==> config.mk <==
export PLATFORM = sky130hd
export DESIGN_NAME = nec_ir_frame_transmitter_flat
export DESIGN_NICKNAME = d
export VERILOG_FILES = /design/src/design/nectx_pkg.sv /design/src/design/nectx_in_if.sv /design/src/design/nectx_out_if.sv /design/src/design/nectx_cfg_if.sv /design/src/design/nec_ir_frame_transmitter.sv /design/src/flat_wrapper.sv
export SDC_FILE = /design/constraint.sdc
export NUM_CORES = 1
export LEC_CHECK = 0
export BUFFER_PORTS_ARGS = -buffer_cell sky130_fd_sc_hd__buf_2
export CORE_ASPECT_RATIO = 1.2
export CORE_MARGIN = 5
export CORE_UTILIZATION = 55
export DETAILED_ROUTE_END_ITERATION = 6
export GPL_TIMING_DRIVEN = 0
export PLACE_DENSITY = 0.88
export SYNTH_ARGS = -nofsm -noshare
export SYNTH_HDL_FRONTEND = slang
export SYNTH_SLANG_ARGS = --single-unit
==> constraint.sdc <==
create_clock -name clk -period 3.5 [get_ports clk]
set_clock_uncertainty 0.15 [all_clocks]
set_input_delay 0.7 -clock clk [delete_from_list [all_inputs] [get_ports clk]]
set_output_delay 0.7 -clock clk [all_outputs]
set_load 0.02 [all_outputs]
==> src/design/nectx_pkg.sv <==
// nectx_pkg: shared types and constants of the NEC IR frame transmitter
// used by the channel interfaces and by nec_ir_frame_transmitter
// no dependencies
package nectx_pkg;

    // number of code bits sent in one frame
    localparam int CODE_BITS   = 32;
    localparam int BITS_LEFT_W = $clog2(CODE_BITS + 1);

    // input and configuration field widths
    localparam int CODE_W      = 32;
    localparam int CFG_INDEX_W = 3;
    localparam int CFG_VALUE_W = 16;

    // input commands
    localparam logic CMD_TICK  = 1'b0;
    localparam logic CMD_START = 1'b1;

    // configuration register indexes
    localparam logic [CFG_INDEX_W-1:0] CFG_CARRIER_HALF = 3'd0;
    localparam logic [CFG_INDEX_W-1:0] CFG_LEADER_MARK  = 3'd1;
    localparam logic [CFG_INDEX_W-1:0] CFG_LEADER_SPACE = 3'd2;
    localparam logic [CFG_INDEX_W-1:0] CFG_BIT_MARK     = 3'd3;
    localparam logic [CFG_INDEX_W-1:0] CFG_ZERO_SPACE   = 3'd4;
    localparam logic [CFG_INDEX_W-1:0] CFG_ONE_SPACE    = 3'd5;

    // configuration reset values
    localparam logic [7:0]  RST_CARRIER_HALF = 8'd13;
    localparam logic [9:0]  RST_LEADER_MARK  = 10'd346;
    localparam logic [15:0] RST_LEADER_SPACE = 16'd4500;
    localparam logic [9:0]  RST_BIT_MARK     = 10'd21;
    localparam logic [15:0] RST_ZERO_SPACE   = 16'd562;
    localparam logic [15:0] RST_ONE_SPACE    = 16'd1686;

    // one input item
    typedef struct packed {
        logic              command;
        logic [CODE_W-1:0] code;
    } in_item_t;

    // one result item
    typedef struct packed {
        logic led_on;
        logic busy_res;
        logic frame_done;
        logic start_refused;
    } out_item_t;

    // one configuration write
    typedef struct packed {
        logic [CFG_INDEX_W-1:0] index;
        logic [CFG_VALUE_W-1:0] value;
    } cfg_item_t;

endpackage

==> src/design/nectx_in_if.sv <==
// nectx_in_if: valid/ready channel carrying input items
// depends on nectx_pkg
interface nectx_in_if;
    logic                valid;
    logic                ready;
    nectx_pkg::in_item_t data;

    modport source (output valid, output data, input ready);
    modport sink   (input valid, input data, output ready);
endinterface

==> src/design/nectx_out_if.sv <==
// nectx_out_if: valid/ready channel carrying result items
// depends on nectx_pkg
interface nectx_out_if;
    logic                 valid;
    logic                 ready;
    nectx_pkg::out_item_t data;

    modport source (output valid, output data, input ready);
    modport sink   (input valid, input data, output ready);
endinterface

==> src/design/nectx_cfg_if.sv <==
// nectx_cfg_if: valid/ready channel carrying configuration writes
// depends on nectx_pkg
interface nectx_cfg_if;
    logic                 valid;
    logic                 ready;
    nectx_pkg::cfg_item_t data;

    modport source (output valid, output data, input ready);
    modport sink   (input valid, input data, output ready);
endinterface

==> src/design/nec_ir_frame_transmitter.sv <==
// nec_ir_frame_transmitter: NEC infrared frame sequencer, one tick or start per item
// depends on nectx_pkg, nectx_in_if, nectx_out_if, nectx_cfg_if
// path: an item is held in the input register, and its result is then held in the result
//   register, from which it is offered on the output channel
// throughput: one item per cycle while results are taken; a waiting result stalls the
//   input once the input register also holds an item
// reset: asynchronous, clears frame state and both stages, registers take their defaults
module nec_ir_frame_transmitter (
    input  logic               clk,
    input  logic               rst_n,
    nectx_in_if.sink           in_ch,
    nectx_out_if.source        out_ch,
    nectx_cfg_if.sink          cfg_ch
);
    import nectx_pkg::*;

    // phase codes
    localparam logic [2:0] PH_IDLE   = 3'd0;
    localparam logic [2:0] PH_LMARK  = 3'd1;
    localparam logic [2:0] PH_LSPACE = 3'd2;
    localparam logic [2:0] PH_BMARK  = 3'd3;
    localparam logic [2:0] PH_BSPACE = 3'd4;
    localparam logic [2:0] PH_SMARK  = 3'd5;

    // configuration registers
    logic [7:0]  carrier_half_reg;
    logic [9:0]  leader_mark_reg;
    logic [15:0] leader_space_reg;
    logic [9:0]  bit_mark_reg;
    logic [15:0] zero_space_reg;
    logic [15:0] one_space_reg;

    // pipeline stages
    logic      in_valid_reg;
    in_item_t  in_item_reg;
    logic      out_valid_reg;
    out_item_t out_item_reg;
    out_item_t out_item_next;
    logic      advance;

    // frame state
    logic [2:0]             phase_reg, phase_next;
    logic [CODE_BITS-1:0]   shift_reg, shift_next;
    logic [BITS_LEFT_W-1:0] bits_left_reg, bits_left_next;
    logic [7:0]             half_count_reg, half_count_next;
    logic [9:0]             cycle_count_reg, cycle_count_next;
    logic [15:0]            space_count_reg, space_count_next;
    logic                   level_reg, level_next;

    // shared counter arithmetic
    logic [9:0]             burst_len;
    logic [15:0]            space_len;
    logic [7:0]             half_inc;
    logic [10:0]            cycle_inc;
    logic [16:0]            space_inc;
    logic                   half_wrap;
    logic                   cycle_last;
    logic                   burst_end;
    logic                   space_end;
    logic [BITS_LEFT_W-1:0] bits_dec;
    logic                   done;
    logic                   refused;

    // configuration writes, always accepted
    assign cfg_ch.ready = 1'b1;

    always_ff @(posedge clk or negedge rst_n)
    begin
        if (!rst_n)
        begin
            carrier_half_reg <= RST_CARRIER_HALF;
            leader_mark_reg  <= RST_LEADER_MARK;
            leader_space_reg <= RST_LEADER_SPACE;
            bit_mark_reg     <= RST_BIT_MARK;
            zero_space_reg   <= RST_ZERO_SPACE;
            one_space_reg    <= RST_ONE_SPACE;
        end
        else if (cfg_ch.valid)
        begin
            unique case (cfg_ch.data.index)
                CFG_CARRIER_HALF: carrier_half_reg <= cfg_ch.data.value[7:0];
                CFG_LEADER_MARK:  leader_mark_reg  <= cfg_ch.data.value[9:0];
                CFG_LEADER_SPACE: leader_space_reg <= cfg_ch.data.value;
                CFG_BIT_MARK:     bit_mark_reg     <= cfg_ch.data.value[9:0];
                CFG_ZERO_SPACE:   zero_space_reg   <= cfg_ch.data.value;
                CFG_ONE_SPACE:    one_space_reg    <= cfg_ch.data.value;
                default:          ;
            endcase
        end
    end

    // handshake between the stages
    assign advance     = in_valid_reg && (!out_valid_reg || out_ch.ready);
    assign in_ch.ready = !in_valid_reg || advance;

    always_ff @(posedge clk or negedge rst_n)
    begin
        if (!rst_n)
        begin
            in_valid_reg <= 1'b0;
        end
        else if (in_ch.ready)
        begin
            in_valid_reg <= in_ch.valid;
        end
    end

    always_ff @(posedge clk)
    begin
        if (in_ch.valid && in_ch.ready)
        begin
            in_item_reg <= in_ch.data;
        end
    end

    // counter arithmetic shared by all burst and space phases
    assign burst_len  = (phase_reg == PH_LMARK) ? leader_mark_reg : bit_mark_reg;
    assign space_len  = (phase_reg == PH_LSPACE) ? leader_space_reg :
                        (shift_reg[CODE_BITS-1] ? one_space_reg : zero_space_reg);
    assign half_inc   = half_count_reg + 8'd1;
    assign cycle_inc  = {1'b0, cycle_count_reg} + 11'd1;
    assign space_inc  = {1'b0, space_count_reg} + 17'd1;
    assign half_wrap  = !(half_inc < carrier_half_reg);
    assign cycle_last = cycle_inc >= {1'b0, burst_len};
    assign burst_end  = half_wrap && !level_reg && cycle_last;
    assign space_end  = space_inc >= {1'b0, space_len};
    assign bits_dec   = (bits_left_reg != '0) ? bits_left_reg - BITS_LEFT_W'(1)
                                               : bits_left_reg;

    // next frame state for the item in the input register
    always_comb
    begin
        phase_next       = phase_reg;
        shift_next       = shift_reg;
        bits_left_next   = bits_left_reg;
        half_count_next  = half_count_reg;
        cycle_count_next = cycle_count_reg;
        space_count_next = space_count_reg;
        level_next       = level_reg;
        done             = 1'b0;
        refused          = 1'b0;

        if (in_item_reg.command == CMD_START)
        begin
            if (phase_reg != PH_IDLE)
            begin
                refused = 1'b1;
            end
            else
            begin
                shift_next       = CODE_BITS'(in_item_reg.code);
                bits_left_next   = BITS_LEFT_W'(CODE_BITS);
                phase_next       = PH_LMARK;
                half_count_next  = '0;
                cycle_count_next = '0;
                level_next       = 1'b1;
            end
        end
        else
        begin
            unique case (phase_reg) inside
                PH_IDLE:
                begin
                end
                PH_LMARK, PH_BMARK, PH_SMARK:
                begin
                    // carrier burst: half periods, then whole cycles
                    if (!half_wrap)
                    begin
                        half_count_next = half_inc;
                    end
                    else
                    begin
                        half_count_next = '0;
                        if (level_reg)
                        begin
                            level_next = 1'b0;
                        end
                        else if (cycle_last)
                        begin
                            cycle_count_next = '0;
                        end
                        else
                        begin
                            cycle_count_next = cycle_inc[9:0];
                            level_next       = 1'b1;
                        end
                    end
                    if (burst_end)
                    begin
                        if (phase_reg == PH_SMARK)
                        begin
                            phase_next = PH_IDLE;
                            level_next = 1'b0;
                            done       = 1'b1;
                        end
                        else
                        begin
                            phase_next       = (phase_reg == PH_LMARK) ? PH_LSPACE
                                                                       : PH_BSPACE;
                            space_count_next = '0;
                            level_next       = 1'b0;
                        end
                    end
                end
                PH_LSPACE, PH_BSPACE:
                begin
                    // silent space, then the next burst
                    if (space_end)
                    begin
                        space_count_next = '0;
                        half_count_next  = '0;
                        cycle_count_next = '0;
                        level_next       = 1'b1;
                        if (phase_reg == PH_LSPACE)
                        begin
                            phase_next = PH_BMARK;
                        end
                        else
                        begin
                            shift_next     = {shift_reg[CODE_BITS-2:0], 1'b0};
                            bits_left_next = bits_dec;
                            phase_next     = (bits_dec == '0) ? PH_SMARK : PH_BMARK;
                        end
                    end
                    else
                    begin
                        space_count_next = space_inc[15:0];
                    end
                end
                default:
                begin
                    phase_next = PH_IDLE;
                    level_next = 1'b0;
                end
            endcase
        end

        out_item_next.led_on        = level_next;
        out_item_next.busy_res      = (phase_next != PH_IDLE);
        out_item_next.frame_done    = done;
        out_item_next.start_refused = refused;
    end

    // frame state update, one item per transaction
    always_ff @(posedge clk or negedge rst_n)
    begin
        if (!rst_n)
        begin
            phase_reg       <= PH_IDLE;
            shift_reg       <= '0;
            bits_left_reg   <= '0;
            half_count_reg  <= '0;
            cycle_count_reg <= '0;
            space_count_reg <= '0;
            level_reg       <= 1'b0;
        end
        else if (advance)
        begin
            phase_reg       <= phase_next;
            shift_reg       <= shift_next;
            bits_left_reg   <= bits_left_next;
            half_count_reg  <= half_count_next;
            cycle_count_reg <= cycle_count_next;
            space_count_reg <= space_count_next;
            level_reg       <= level_next;
        end
    end

    // result register
    always_ff @(posedge clk or negedge rst_n)
    begin
        if (!rst_n)
        begin
            out_valid_reg <= 1'b0;
        end
        else if (advance)
        begin
            out_valid_reg <= 1'b1;
        end
        else if (out_ch.ready)
        begin
            out_valid_reg <= 1'b0;
        end
    end

    always_ff @(posedge clk)
    begin
        if (advance)
        begin
            out_item_reg <= out_item_next;
        end
    end

    assign out_ch.valid = out_valid_reg;
    assign out_ch.data  = out_item_reg;

    // a finished frame is never reported busy
    assert property (@(posedge clk) disable iff (!rst_n)
        out_valid_reg && out_item_reg.frame_done |-> !out_item_reg.busy_res)
        else $error("frame_done with busy_res set");

    // a refused start only happens while a frame is running
    assert property (@(posedge clk) disable iff (!rst_n)
        out_valid_reg && out_item_reg.start_refused |-> out_item_reg.busy_res)
        else $error("start_refused while idle");

    // led only lights inside a frame
    assert property (@(posedge clk) disable iff (!rst_n)
        level_reg |-> (phase_reg != PH_IDLE))
        else $error("carrier level high while idle");

    // a stalled item stays in the input register
    assert property (@(posedge clk) disable iff (!rst_n)
        in_valid_reg && !advance |=> in_valid_reg && $stable(in_item_reg))
        else $error("stalled input item lost");

    // bit counter never exceeds the code length
    assert property (@(posedge clk) disable iff (!rst_n)
        bits_left_reg <= BITS_LEFT_W'(CODE_BITS))
        else $error("bits_left out of range");

endmodule
==> src/flat_wrapper.sv <==
// flat-port wrapper written by rule: the top's interface ports become plain ports
module nec_ir_frame_transmitter_flat import nectx_pkg::*;
  (clk, rst_n, in_ch_valid, in_ch_data, in_ch_ready, out_ch_valid, out_ch_data, out_ch_ready, cfg_ch_valid, cfg_ch_data, cfg_ch_ready);
  nectx_in_if in_ch_i ();
  nectx_out_if out_ch_i ();
  nectx_cfg_if cfg_ch_i ();
  input  logic clk;
  input  logic rst_n;
  input wire logic [$bits(in_ch_i.valid)-1:0] in_ch_valid;
  input wire logic [$bits(in_ch_i.data)-1:0] in_ch_data;
  output wire logic [$bits(in_ch_i.ready)-1:0] in_ch_ready;
  output wire logic [$bits(out_ch_i.valid)-1:0] out_ch_valid;
  output wire logic [$bits(out_ch_i.data)-1:0] out_ch_data;
  input wire logic [$bits(out_ch_i.ready)-1:0] out_ch_ready;
  input wire logic [$bits(cfg_ch_i.valid)-1:0] cfg_ch_valid;
  input wire logic [$bits(cfg_ch_i.data)-1:0] cfg_ch_data;
  output wire logic [$bits(cfg_ch_i.ready)-1:0] cfg_ch_ready;
  assign in_ch_i.valid = in_ch_valid;
  assign in_ch_i.data = in_ch_data;
  assign in_ch_ready = in_ch_i.ready;
  assign out_ch_valid = out_ch_i.valid;
  assign out_ch_data = out_ch_i.data;
  assign out_ch_i.ready = out_ch_ready;
  assign cfg_ch_i.valid = cfg_ch_valid;
  assign cfg_ch_i.data = cfg_ch_data;
  assign cfg_ch_ready = cfg_ch_i.ready;
  nec_ir_frame_transmitter u_core (.clk(clk), .rst_n(rst_n), .in_ch(in_ch_i), .out_ch(out_ch_i), .cfg_ch(cfg_ch_i));
endmodule
==> impl_results.md, run 1 <==
* Status: complete, but fails checks
* Failing checks: setup timing
* Final core utilization at 66.5%
* Setup CP Type: reg2reg
* Nets at 1,081
* Max Clock Freq at 0.281 GHz
* Clk slew on worst S/H paths at 70 ps
* H-tree Lvls at 4
* Peak supply drop at 431 µV
* Max reg flops at 33
* Number of diodes at 0
* Die width at 131 µm
* Critical Path AT at 3740 ps
* Die H at 155 µm
* Layout area overhead at 20.0%
* Post-DP HPWL at 14,000 µm
* Final min period at 3560 ps
* RD Place Congestion at 0.867
* Ys flop type: dfrtp_1
* Sequential share of the synthesized area at 51.9%
* Synthesized instance count at 863
* CP startpoint kind: flop
* Routed WL at 22,300 µm
* Tightest Pin Transition at 1340 ps
* Req. time, crit path at 3680 ps
* Avg Cell Area, Syn at 11.2 µm²
* Crit-path most repeated cell: buf_6
* Ys async rst share at 80.6%
* Critical-path top delay cell: dfrtp_2
* Clock Tree Buf Depth at 2
* Pleak at 5.09 nW
* Routed WL per cell at 18.3 µm
* # setup viols final at 1
* First-pass GRT wire length at 34,000 µm
* Dpl cells at 1,146
* Initial Utilization at 55.4%
* Die area at 0.0203 mm²
* Total CTS buffers at 17
* Post-synth EDFFs at 37
* I/O Pins at 64
* GRT overflow at 0
* Max-Cap Viols at 0
* Post-synth net total at 958
* Syn. warnings at 0
* Via count at 7,271
* Clock Sinks at 191
* Initial antenna violation count at 0
* Yosys reg bits at 191
* Buf/Inv on CP at 2
* Crit path max-delay family: simple AND/OR/NAND/NOR gates
* Clk_lat worst skew at 430 ps
* Core Area at 0.0174 mm²
* Vias in the first global route at 7,075
* Crit-path max FO at 10
* Pre-CTS setup slack at -1260 ps
* PwrDens at 643 mW/mm²
* DRC viols at 0
* Synthesized cell area at 0.00963 mm²
* Root buffer cell: clkbuf_16
* DR pass1 iterations at 5
* Worst Hold Class: in2async
* CTS Hold Bufs at 0
* Post-Layout Cell Count at 1,219
* Max-slew violation count at 0
* Worst path cell trace: ha_4 -> and3_4 -> nand3_2 -> nor2_2 -> xor2_1 -> ha_1 -> nand4_1 -> nor3_2 -> a221oi_2 -> and4_1 -> buf_6 -> and2_4 -> buf_6 -> nand2_1 -> o21ai_0
* Largest net degree at the start of global routing at 87
* Starting DRC count in detailed routing at 498
* Global Route Usage Sum at 21.0%
* Hold WS at 180 ps
* Endpoints failing hold at 0
* Netlist cell types at 70
* TritonCTS clock tree: yes
* Critical path capture point type: flop
* Share of layout cells above drive strength 1 at 32.3%
* DRT antenna net count at 0
* CP peak stage delay at 440 ps
* Slew Limit Headroom at 10.8%
* Tcrit/Tclk final at 102%
* Vias/cell at 5.96
* Row count at 53
* IO Port Bufs at 62
* Setup slack after layout at -65.0 ps
## Yosys cell counts (2+ instances only)
cell / n / share of area (%)
mux2_2: 70 / 8.2
o22ai_1: 2 / 0.13
nand2_1: 89 / 3.5
o31ai_1: 7 / 0.55
dfrtp_1: 128 / 33
a211o_1: 6 / 0.55
or3_1: 4 / 0.26
a31o_2: 3 / 0.27
xor2_1: 14 / 1.3
a21oi_1: 32 / 1.7
nand4_1: 8 / 0.52
a31oi_1: 2 / 0.13
and2_1: 4 / 0.26
nand2b_1: 14 / 0.91
buf_6: 4 / 0.47
o41ai_2: 3 / 0.51
o22a_1: 2 / 0.18
and3_1: 13 / 0.84
clkbuf_1: 34 / 1.3
nor2_1: 43 / 1.7
edfxtp_1: 37 / 12
nor3_1: 12 / 0.62
buf_4: 2 / 0.16
a21o_1: 6 / 0.47
xnor2_1: 15 / 1.4
dfstp_2: 26 / 7.1
o21a_1: 8 / 0.62
inv_1: 21 / 0.82
a2bb2oi_1: 3 / 0.27
nor2b_1: 4 / 0.26
nand4b_1: 2 / 0.18
ha_1: 38 / 4.9
nor3b_1: 2 / 0.16
mux2i_1: 56 / 5.8
nand3_1: 17 / 0.88
buf_2: 3 / 0.16
nor4bb_1: 2 / 0.21
nor4_1: 10 / 0.65
o21ai_0: 84 / 4.4
a221o_1: 2 / 0.21
a2111oi_0: 2 / 0.18
## per-layer routing
metal / routed length, µm / GRT usage (%)
met1: 9010 / 27.0
met2: 11500 / 34.9
met3: 1140 / 3.64
met4: 690 / 9.11
met5: 0 / 0
## layout by cell type, fill, tap and decap left out, drive strengths merged, types with 15 or more instances in the layout
cell type	instances
mux2i	56
ha	38
a21oi	32
dfrtp	128
dfstp	26
nand2	89
o21ai	86
buf	126
clkbuf	39
inv	23
mux2	70
xnor2	15
nand3	19
edfxtp	37
nor2	43
## layout make-up
type                            count  area, µm²
Sequential cell                   191       5010
Buffer                             39        287
Multi-Input combinational cell    608       4600
Inverter                           21       78.8
Clock inverter                     14        166
Fill cell                        1183       5820
Tap cell                          220        275
Timing Repair Buffer              108        714
Clock buffer                       18        429
## per-stage QoR
step                power (mW)  instance area [µm²]  setup TNS (ps)
floorplan                 4.47                 9630               0
global route              7.86                11600           -3660
detailed placement        5.03                10200          -80560
global placement          4.90                10200         -155670
finish                    7.43                11600           -65.0
CTS                       7.15                11100           -22.6
## final timing paths
| check | startpoint | to | slack, ps | cells past startpoint |
|---|---|---|---|---|
| min reg2reg | u_core.shift_reg[26] | u_core.shift_reg[26] | 330 | 2 |
| min in group clk | in_ch_data[16] | u_core.in_item_reg[16] | 290 | 1 |
| max | u_core.space_count_reg[0] | u_core.space_count_reg[3] | -60 | 15 |
| min | rst_n | u_core.one_space_reg[11] | 180 | 1 |
| max in group asynchronous | rst_n | u_core.bit_mark_reg[2] | 2170 | 2 |
| max reg2reg | u_core.space_count_reg[0] | u_core.space_count_reg[3] | -60 | 15 |
## cells by family after synthesis
logic type / after synthesis / synth area share (%)
AOI/OAI and AO/OA: 176 / 11.4
adders and majority gates: 38 / 4.94
and+or+nand+nor: 238 / 12.2
DFF: 191 / 51.9
other: 1 / 0.0389
xor gates and xnor gates: 29 / 2.64
buffers and inverters: 64 / 2.92
muxes: 126 / 14.0
## power by group
group / total (mW) / internal, mW / leakage (nW) / switching [mW]
Combinational: 2.32 / 1.06 / 2.58 / 1.25
Sequential: 3.15 / 2.81 / 2.23 / 0.335
Clock: 1.97 / 1.13 / 0.289 / 0.845
Total: 7.43 / 5.00 / 5.09 / 2.43
## what timing repair did
item,CTS,global route
gates cloned,0,1
pin swaps,12,33
gates resized for setup,56,70
setup endpoints to repair,79,78
setup buffers,12,32
(Power assumes the default switching activity.)
==> run 2: changes to the inputs <==
--- a/config.mk
+++ b/config.mk
@@ -11,7 +11,7 @@
 export CORE_UTILIZATION = 55
 export DETAILED_ROUTE_END_ITERATION = 6
 export GPL_TIMING_DRIVEN = 0
-export PLACE_DENSITY = 0.88
+export PLACE_DENSITY = 0.85
 export SYNTH_ARGS = -nofsm -noshare
 export SYNTH_HDL_FRONTEND = slang
 export SYNTH_SLANG_ARGS = --single-unit
==> constraint.sdc (replaced) <==
create_clock -name clk -period 3.8 [get_ports clk]
set_clock_uncertainty 0.15 [all_clocks]
set_input_delay 0.76 -clock clk [delete_from_list [all_inputs] [get_ports clk]]
set_output_delay 0.76 -clock clk [all_outputs]
set_load 0.02 [all_outputs]
==> run 2 against run 1 <==
Compared with the run above: the run now ends clean; flip-flop and latch count is the same; critical path depth unchanged; sequential share of layout area increased by 1.9 points; power shrank 11%; first-iteration DRC count down 9.8%; register-to-register slack improved by 250 ps; fmax fell by 1.5%; non-clock buffer count is 32 lower; cell count is 2.6% lower; count of clock-buffer cells in the layout is 6 higher.
==> impl_results.md, run 2 (synthesized netlist as in run 1, its figures left out) <==
* Initial antenna violation count at 0 (unchanged)
* Tightest Pin Transition at 947 ps (-391 ps)
* R2r setup slk at 180 ps (+250 ps)
* Post-DP HPWL at 14,200 µm (+1.6%)
* Hold WS at 174 ps (-6.07 ps)
* Final min period at 3620 ps (+53.4 ps)
* H-tree Lvls at 4 (unchanged)
* Clk slew on worst S/H paths at 70 ps (about the same)
* Largest net degree at the start of global routing at 82 (-5.7%)
* CP startpoint kind: flop
* Post-Layout Cell Count at 1,187 (-2.6%)
* Commonest non-fill, non-tap cells in the layout: 122 x dfrtp_1, 89 x nand2_1, 83 x o21ai_0
* Multi-input logic area at 0.00444 mm² (-3.3%)
* R2r startpoint: u_core.space_count_reg[0]
* Max-Cap Viols at 0 (unchanged)
* Global Route Usage Sum at 20.9% (-0.16 points)
* FILL cells at 1,295 (+9.5%)
* Row count at 53 (unchanged)
* Vias/cell at 5.90 (-1.0%)
* Status: completed
* Req. time, crit path at 3950 ps (+270 ps)
* TritonCTS clock tree: yes
* # setup viols final at 0 (-1)
* DRC viols at 0 (unchanged)
* Via count at 7,007 (-3.6%)
* Vias in the first global route at 6,878 (-2.8%)
* Max-slew violation count at 0 (unchanged)
* Tcrit/Tclk final at 95.2% (-6.6 points)
* Endpoints failing hold at 0 (unchanged)
* I/O Pins at 64 (unchanged)
* Share of layout cells above drive strength 1 at 26.7% (-5.7 points)
* Core Area at 0.0174 mm² (unchanged)
* Clk_lat worst skew at 440 ps (about the same)
* Initial Utilization at 55.4% (unchanged)
* Critical path capture point type: flop
* Reg-to-Reg End: u_core.shift_reg[28]
* PwrDens at 596 mW/mm² (-7.4%)
* GRT overflow at 0 (unchanged)
* Number of diodes at 0 (unchanged)
* Clock Sinks at 191 (unchanged)
* R2r worst-path depth at 15 (unchanged)
* DR pass1 iterations at 5 (unchanged)
* Setup CP Type: reg2reg
* Starting DRC count in detailed routing at 449 (-9.8%)
* Crit-path max FO at 10 (unchanged)
* Pleak at 4.89 nW (-4.1%)
* Dpl cells at 1,146 (unchanged)
* Max reg flops at 33 (unchanged)
* Worst Hold Class: in2async
* Die width at 131 µm (unchanged)
* Routed WL per cell at 17.4 µm (-4.8%)
* Clock Tree Buf Depth at 2 (unchanged)
* Total CTS buffers at 17 (unchanged)
* RD Place Congestion at 0.893 (+3.0%)
* Slew Limit Headroom at 36.4% (+26 points)
* IO Port Bufs at 62 (unchanged)
* Max Clock Freq at 0.276 GHz (-1.5%)
* Routed WL at 20,700 µm (-7.3%)
* Storage cell area at 0.00500 mm² (about the same)
* Peak supply drop at 363 µV (-16%)
* Layout area overhead at 14.9%
* Root buffer cell: clkbuf_16
* Most common cell after layout, fill and taps aside: dfrtp_1
* Die H at 155 µm (unchanged)
* Die area at 0.0203 mm² (unchanged)
* DRT antenna net count at 0 (unchanged)
* Critical Path AT at 3770 ps (+30 ps)
* First-pass GRT wire length at 33,800 µm (-0.75%)
* Nets at 1,049 (-3.0%)
-- run 2: changes by cell type in the layout (fill, tap and decap cells not counted), sizes merged --
| cell | change |
|---|---|
| clkinv | -4 |
| clkinvlp | -1 |
| clkbuf | +13 |
| bufinv | -1 |
| buf | -39 |
-- run 2: how the worst max path moves through the flow --
stage / start / to / slack, ps / cells past startpoint
5_1_grt: u_core.space_count_reg[0] / u_core.shift_reg[23] / -30 / 16
4_1_cts: u_core.phase_reg[2] / u_core.space_count_reg[9] / 2 / 14
3_3_place_gp: u_core.shift_reg[31] / u_core.shift_reg[25] / -850 / 14
3_5_place_dp: u_core.shift_reg[31] / u_core.shift_reg[25] / -890 / 14
6_report: u_core.space_count_reg[0] / u_core.shift_reg[28] / 180 / 15
2_1_floorplan: u_core.phase_reg[2] / u_core.space_count_reg[10] / 150 / 15
-- run 2: worst max-delay path: stages (launching register included) --
cell	delay [ps]
dfrtp_2	430
ha_1	230
and3_2	260
nand3_2	110
nor3_1	230
xor2_1	250
ha_1	300
nand3_1	140
nor3_2	70
a221oi_2	230
buf_4	170
a41oi_2	130
o21ai_2	240
buf_6	180
clkbuf_2	230
o21ai_0	130
-- run 2: cell type report --
class / count / share of cell area [%]
multi-input combinational: 608 / 40.2
inverter: 21 / 0.713
clock inverter: 8 / 0.928
tap: 220 / 2.49
sequential: 191 / 45.3
buffer: 39 / 1.98
timing repair buffer: 76 / 3.99
clock buffer: 24 / 4.46
-- run 2: per-layer routing --
layer  share of wire [%]  routed length (µm)  global-route usage (%)
met1                  42                8730                    26.7
met2                  52               10700                    36.3
met3                 4.5                 934                    3.64
met4                 1.3                 267                    5.88
met5                   0                   0                       0
-- run 2: where the power goes --
| part | internal (mW) | switching (mW) |
|---|---|---|
| registers | 2.59 | 0.329 |
| clock network | 1.05 | 0.767 |
| logic | 0.828 | 1.03 |
| total | 4.46 | 2.12 |
-- run 2: metrics by stage --
stage               TNS [ps]  instance area (µm²)  util (%)  worst slack [ps]  total power, mW
detailed placement    -53520                10200      59.0              -890             4.64
CTS                        0                10900      62.7              2.07             6.49
global placement     -105480                10200      58.8              -847             4.51
finish                     0                11100      63.7               182             6.59
global route            -219                11100      63.7             -26.1             6.98
floorplan                  0                 9630         -               147             4.11
-- run 2: timing repair --
item	4_1_cts	5_1_grt
setup buffers	2	11
setup endpoints to repair	78	74
gates resized for setup	19	36
pin swaps	1	9
hold buffers	0	0
==> run 3: changes to the inputs <==
--- a/config.mk
+++ b/config.mk
@@ -12,6 +12,7 @@
 export DETAILED_ROUTE_END_ITERATION = 6
 export GPL_TIMING_DRIVEN = 0
 export PLACE_DENSITY = 0.85
+export REMOVE_ABC_BUFFERS = 1
 export SYNTH_ARGS = -nofsm -noshare
 export SYNTH_HDL_FRONTEND = slang
 export SYNTH_SLANG_ARGS = --single-unit
==> run 3 against run 2 <==
Compared with the run above: count of clock-buffer cells in the layout decreased by 5; global-route usage down 0.34 points; critical path depth fell by 2; non-clock buffer count is 10 lower; sequential power about the same; core utilization up 0.63 points; sequential share of layout area down 0.40 points.
==> impl_results.md, run 3 (synthesized netlist as in run 1, its figures left out) <==
* Status: completed
* GRT overflow at 0 (unchanged)
* Die H at 155 µm (unchanged)
* Req. time, crit path at 4020 ps (+70 ps)
* H-tree Lvls at 4 (unchanged)
* Max-slew violation count at 0 (unchanged)
* Die area at 0.0203 mm² (unchanged)
* Starting DRC count in detailed routing at 523 (+16%)
* Layout area overhead at 16.0%
* Critical Path AT at 3860 ps (+90 ps)
* I/O Pins at 64 (unchanged)
* Routed WL at 20,500 µm (-0.66%)
* Pleak at 4.91 nW (+0.51%)
* Worst Hold Class: in2async
* R2r worst-path depth at 13 (-2)
* Die width at 131 µm (unchanged)
* Crit-path max FO at 7 (-3)
* Initial antenna violation count at 0 (unchanged)
* DRT antenna net count at 0 (unchanged)
* Clock Sinks at 191 (unchanged)
* Area of placed instances at 0.0102 mm² (-0.11%)
* Final core utilization at 64.3% (+0.63 points)
* Final Cell Area at 0.0112 mm² (+1.0%)
* Setup CP Type: reg2reg
* Setup TNS at 0 ps (unchanged)
* Tightest Pin Transition at 1360 ps (+417 ps)
* Clk slew on worst S/H paths at 70 ps (about the same)
* Pwr Total at 6.35 mW (-3.6%)
* Initial Utilization at 55.4% (unchanged)
* First-pass GRT wire length at 33,300 µm (-1.4%)
* Max Clock Freq at 0.274 GHz (-0.75%)
* Critical path capture point type: flop
* Commonest non-fill, non-tap cells in the layout: 120 x dfrtp_1, 89 x nand2_1, 83 x o21ai_0
* Clock Tree Buf Depth at 2 (unchanged)
* Post-DP HPWL at 13,200 µm (-7.1%)
* Row count at 53 (unchanged)
* TritonCTS clock tree: yes
* Max reg flops at 33 (unchanged)
* Vias in the first global route at 6,896 (+0.26%)
* Buf/Inv on CP at 0 (-3)
* Global Route Usage Sum at 20.5% (-0.34 points)
* DR pass1 iterations at 6 (+1)
* Endpoints failing hold at 0 (unchanged)
* Max-Cap Viols at 0 (unchanged)
* IO Port Bufs at 62 (unchanged)
* Post-Layout Cell Count at 1,178 (-0.76%)
* Worst path cell trace: ha_2 -> and3_2 -> nand3_2 -> nor2_1 -> xor2_1 -> ha_1 -> nand4_1 -> nor3_2 -> a221oi_2 -> and4_2 -> nand2_1 -> nor4_1 -> a211o_1
* CP peak stage delay at 410 ps (-20 ps)
* CP startpoint kind: flop
* CTS Hold Bufs at 0 (unchanged)
* Share of layout cells above drive strength 1 at 28.8% (+2.1 points)
* Dpl cells at 1,112 (-3.0%)
* Final min period at 3650 ps (+27.3 ps)
* DRC viols at 0 (unchanged)
* Via count at 6,930 (-1.1%)
* Peak supply drop at 401 µV (+10%)
* Clk_lat worst skew at 430 ps (about the same)
* RD Place Congestion at 0.828 (-7.3%)
* Critical path depth at 13 (-2)
* Core Area at 0.0174 mm² (unchanged)
* Tcrit/Tclk final at 95.9% (+0.72 points)
* PwrDens at 568 mW/mm² (-4.6%)
* Crit path max-delay family: simple AND/OR/NAND/NOR gates
* FILL cells at 1,238 (-4.4%)
* Most common cell after layout, fill and taps aside: dfrtp_1
* Vias/cell at 5.88 (-0.34%)
* Routed WL per cell at 17.4 µm (+0.10%)
* Number of diodes at 0 (unchanged)
* # setup viols final at 0 (unchanged)
* Largest net degree at the start of global routing at 83 (+1.2%)
* Slew Limit Headroom at 9.11% (-27 points)
* Critical-path top delay cell: dfrtp_2
* Total CTS buffers at 17 (unchanged)
* Nets at 1,040 (-0.86%)
* Root buffer cell: clkbuf_16
## run 3: changes by cell type in the layout (fill, tap and decap cells not counted), moves of 4 or more
cell / before / now
clkbuf_2: 6 / 0
clkbuf_1: 22 / 2
buf_2: 65 / 61
clkbuf_4: 4 / 0
buf_4: 15 / 33
## run 3: path summary, 6_finish.rpt
check | end | slack, ps | startpoint
worst max-delay path | u_core.space_count_reg[9] | 150 | u_core.space_count_reg[0]
worst min-delay path | u_core.cycle_count_reg[4] | 220 | rst_n
worst max register to register | u_core.space_count_reg[9] | 150 | u_core.space_count_reg[0]
worst min register to register | u_core.shift_reg[28] | 330 | u_core.shift_reg[28]
max in group asynchronous | u_core.one_space_reg[10] | 2400 | rst_n
min in group clk | u_core.shift_reg[28] | 330 | u_core.shift_reg[28]
## run 3: power breakdown
| part | internal (mW) | switching (mW) |
|---|---|---|
| combinational | 0.828 | 0.956 |
| clock | 0.837 | 0.774 |
| sequential | 2.59 | 0.361 |
| total | 4.26 | 2.09 |
## run 3: timing repair
item / 4_1_cts / 5_1_grt
endpoints found under the setup margin: 65 / 70
pin swaps: 5 / 12
resized for setup: 17 / 20
buffers inserted: 11 / 21
gates cloned: 1 / 1
## run 3: per-layer routing
| layer | GRT usage (%) | up-vias | part of all wire (%) |
|---|---|---|---|
| met5 | 0 | - | 0 |
| met4 | 6.86 | 0 | 2.2 |
| met3 | 4.57 | 44 | 5.1 |
| met2 | 34.4 | 217 | 51 |
| met1 | 26.3 | 3391 | 42 |
| li1 | - | 3278 | - |
## run 3: metrics by stage
stage	setup slack, ps	hold WS [ps]
6_report	154	219
5_1_grt	-66.9	275
4_1_cts	41.5	260
3_5_place_dp	-993	319
3_3_place_gp	-4820	310
2_1_floorplan	-2630	299
## run 3: area by class of cell
class,instances,area [µm²],share of cell area [%]
Clock buffer,19,433,3.88
Sequential cell,191,5010,44.9
Clock inverter,13,92.6,0.829
Multi-Input combinational cell,609,4530,40.6
Timing Repair Buffer,105,748,6.70
Tap cell,220,275,2.46
Inverter,21,78.8,0.706
## run 3: worst register-to-register path, stage by stage, from the launching register on
cell and delay (ps):
dfrtp_2 410, ha_2 220, and3_2 260, nand3_2 140, nor2_1 200, xor2_1 230
ha_1 300, nand4_1 170, nor3_2 70, a221oi_2 350, and4_2 390, nand2_1 260
nor4_1 270, a211o_1 150
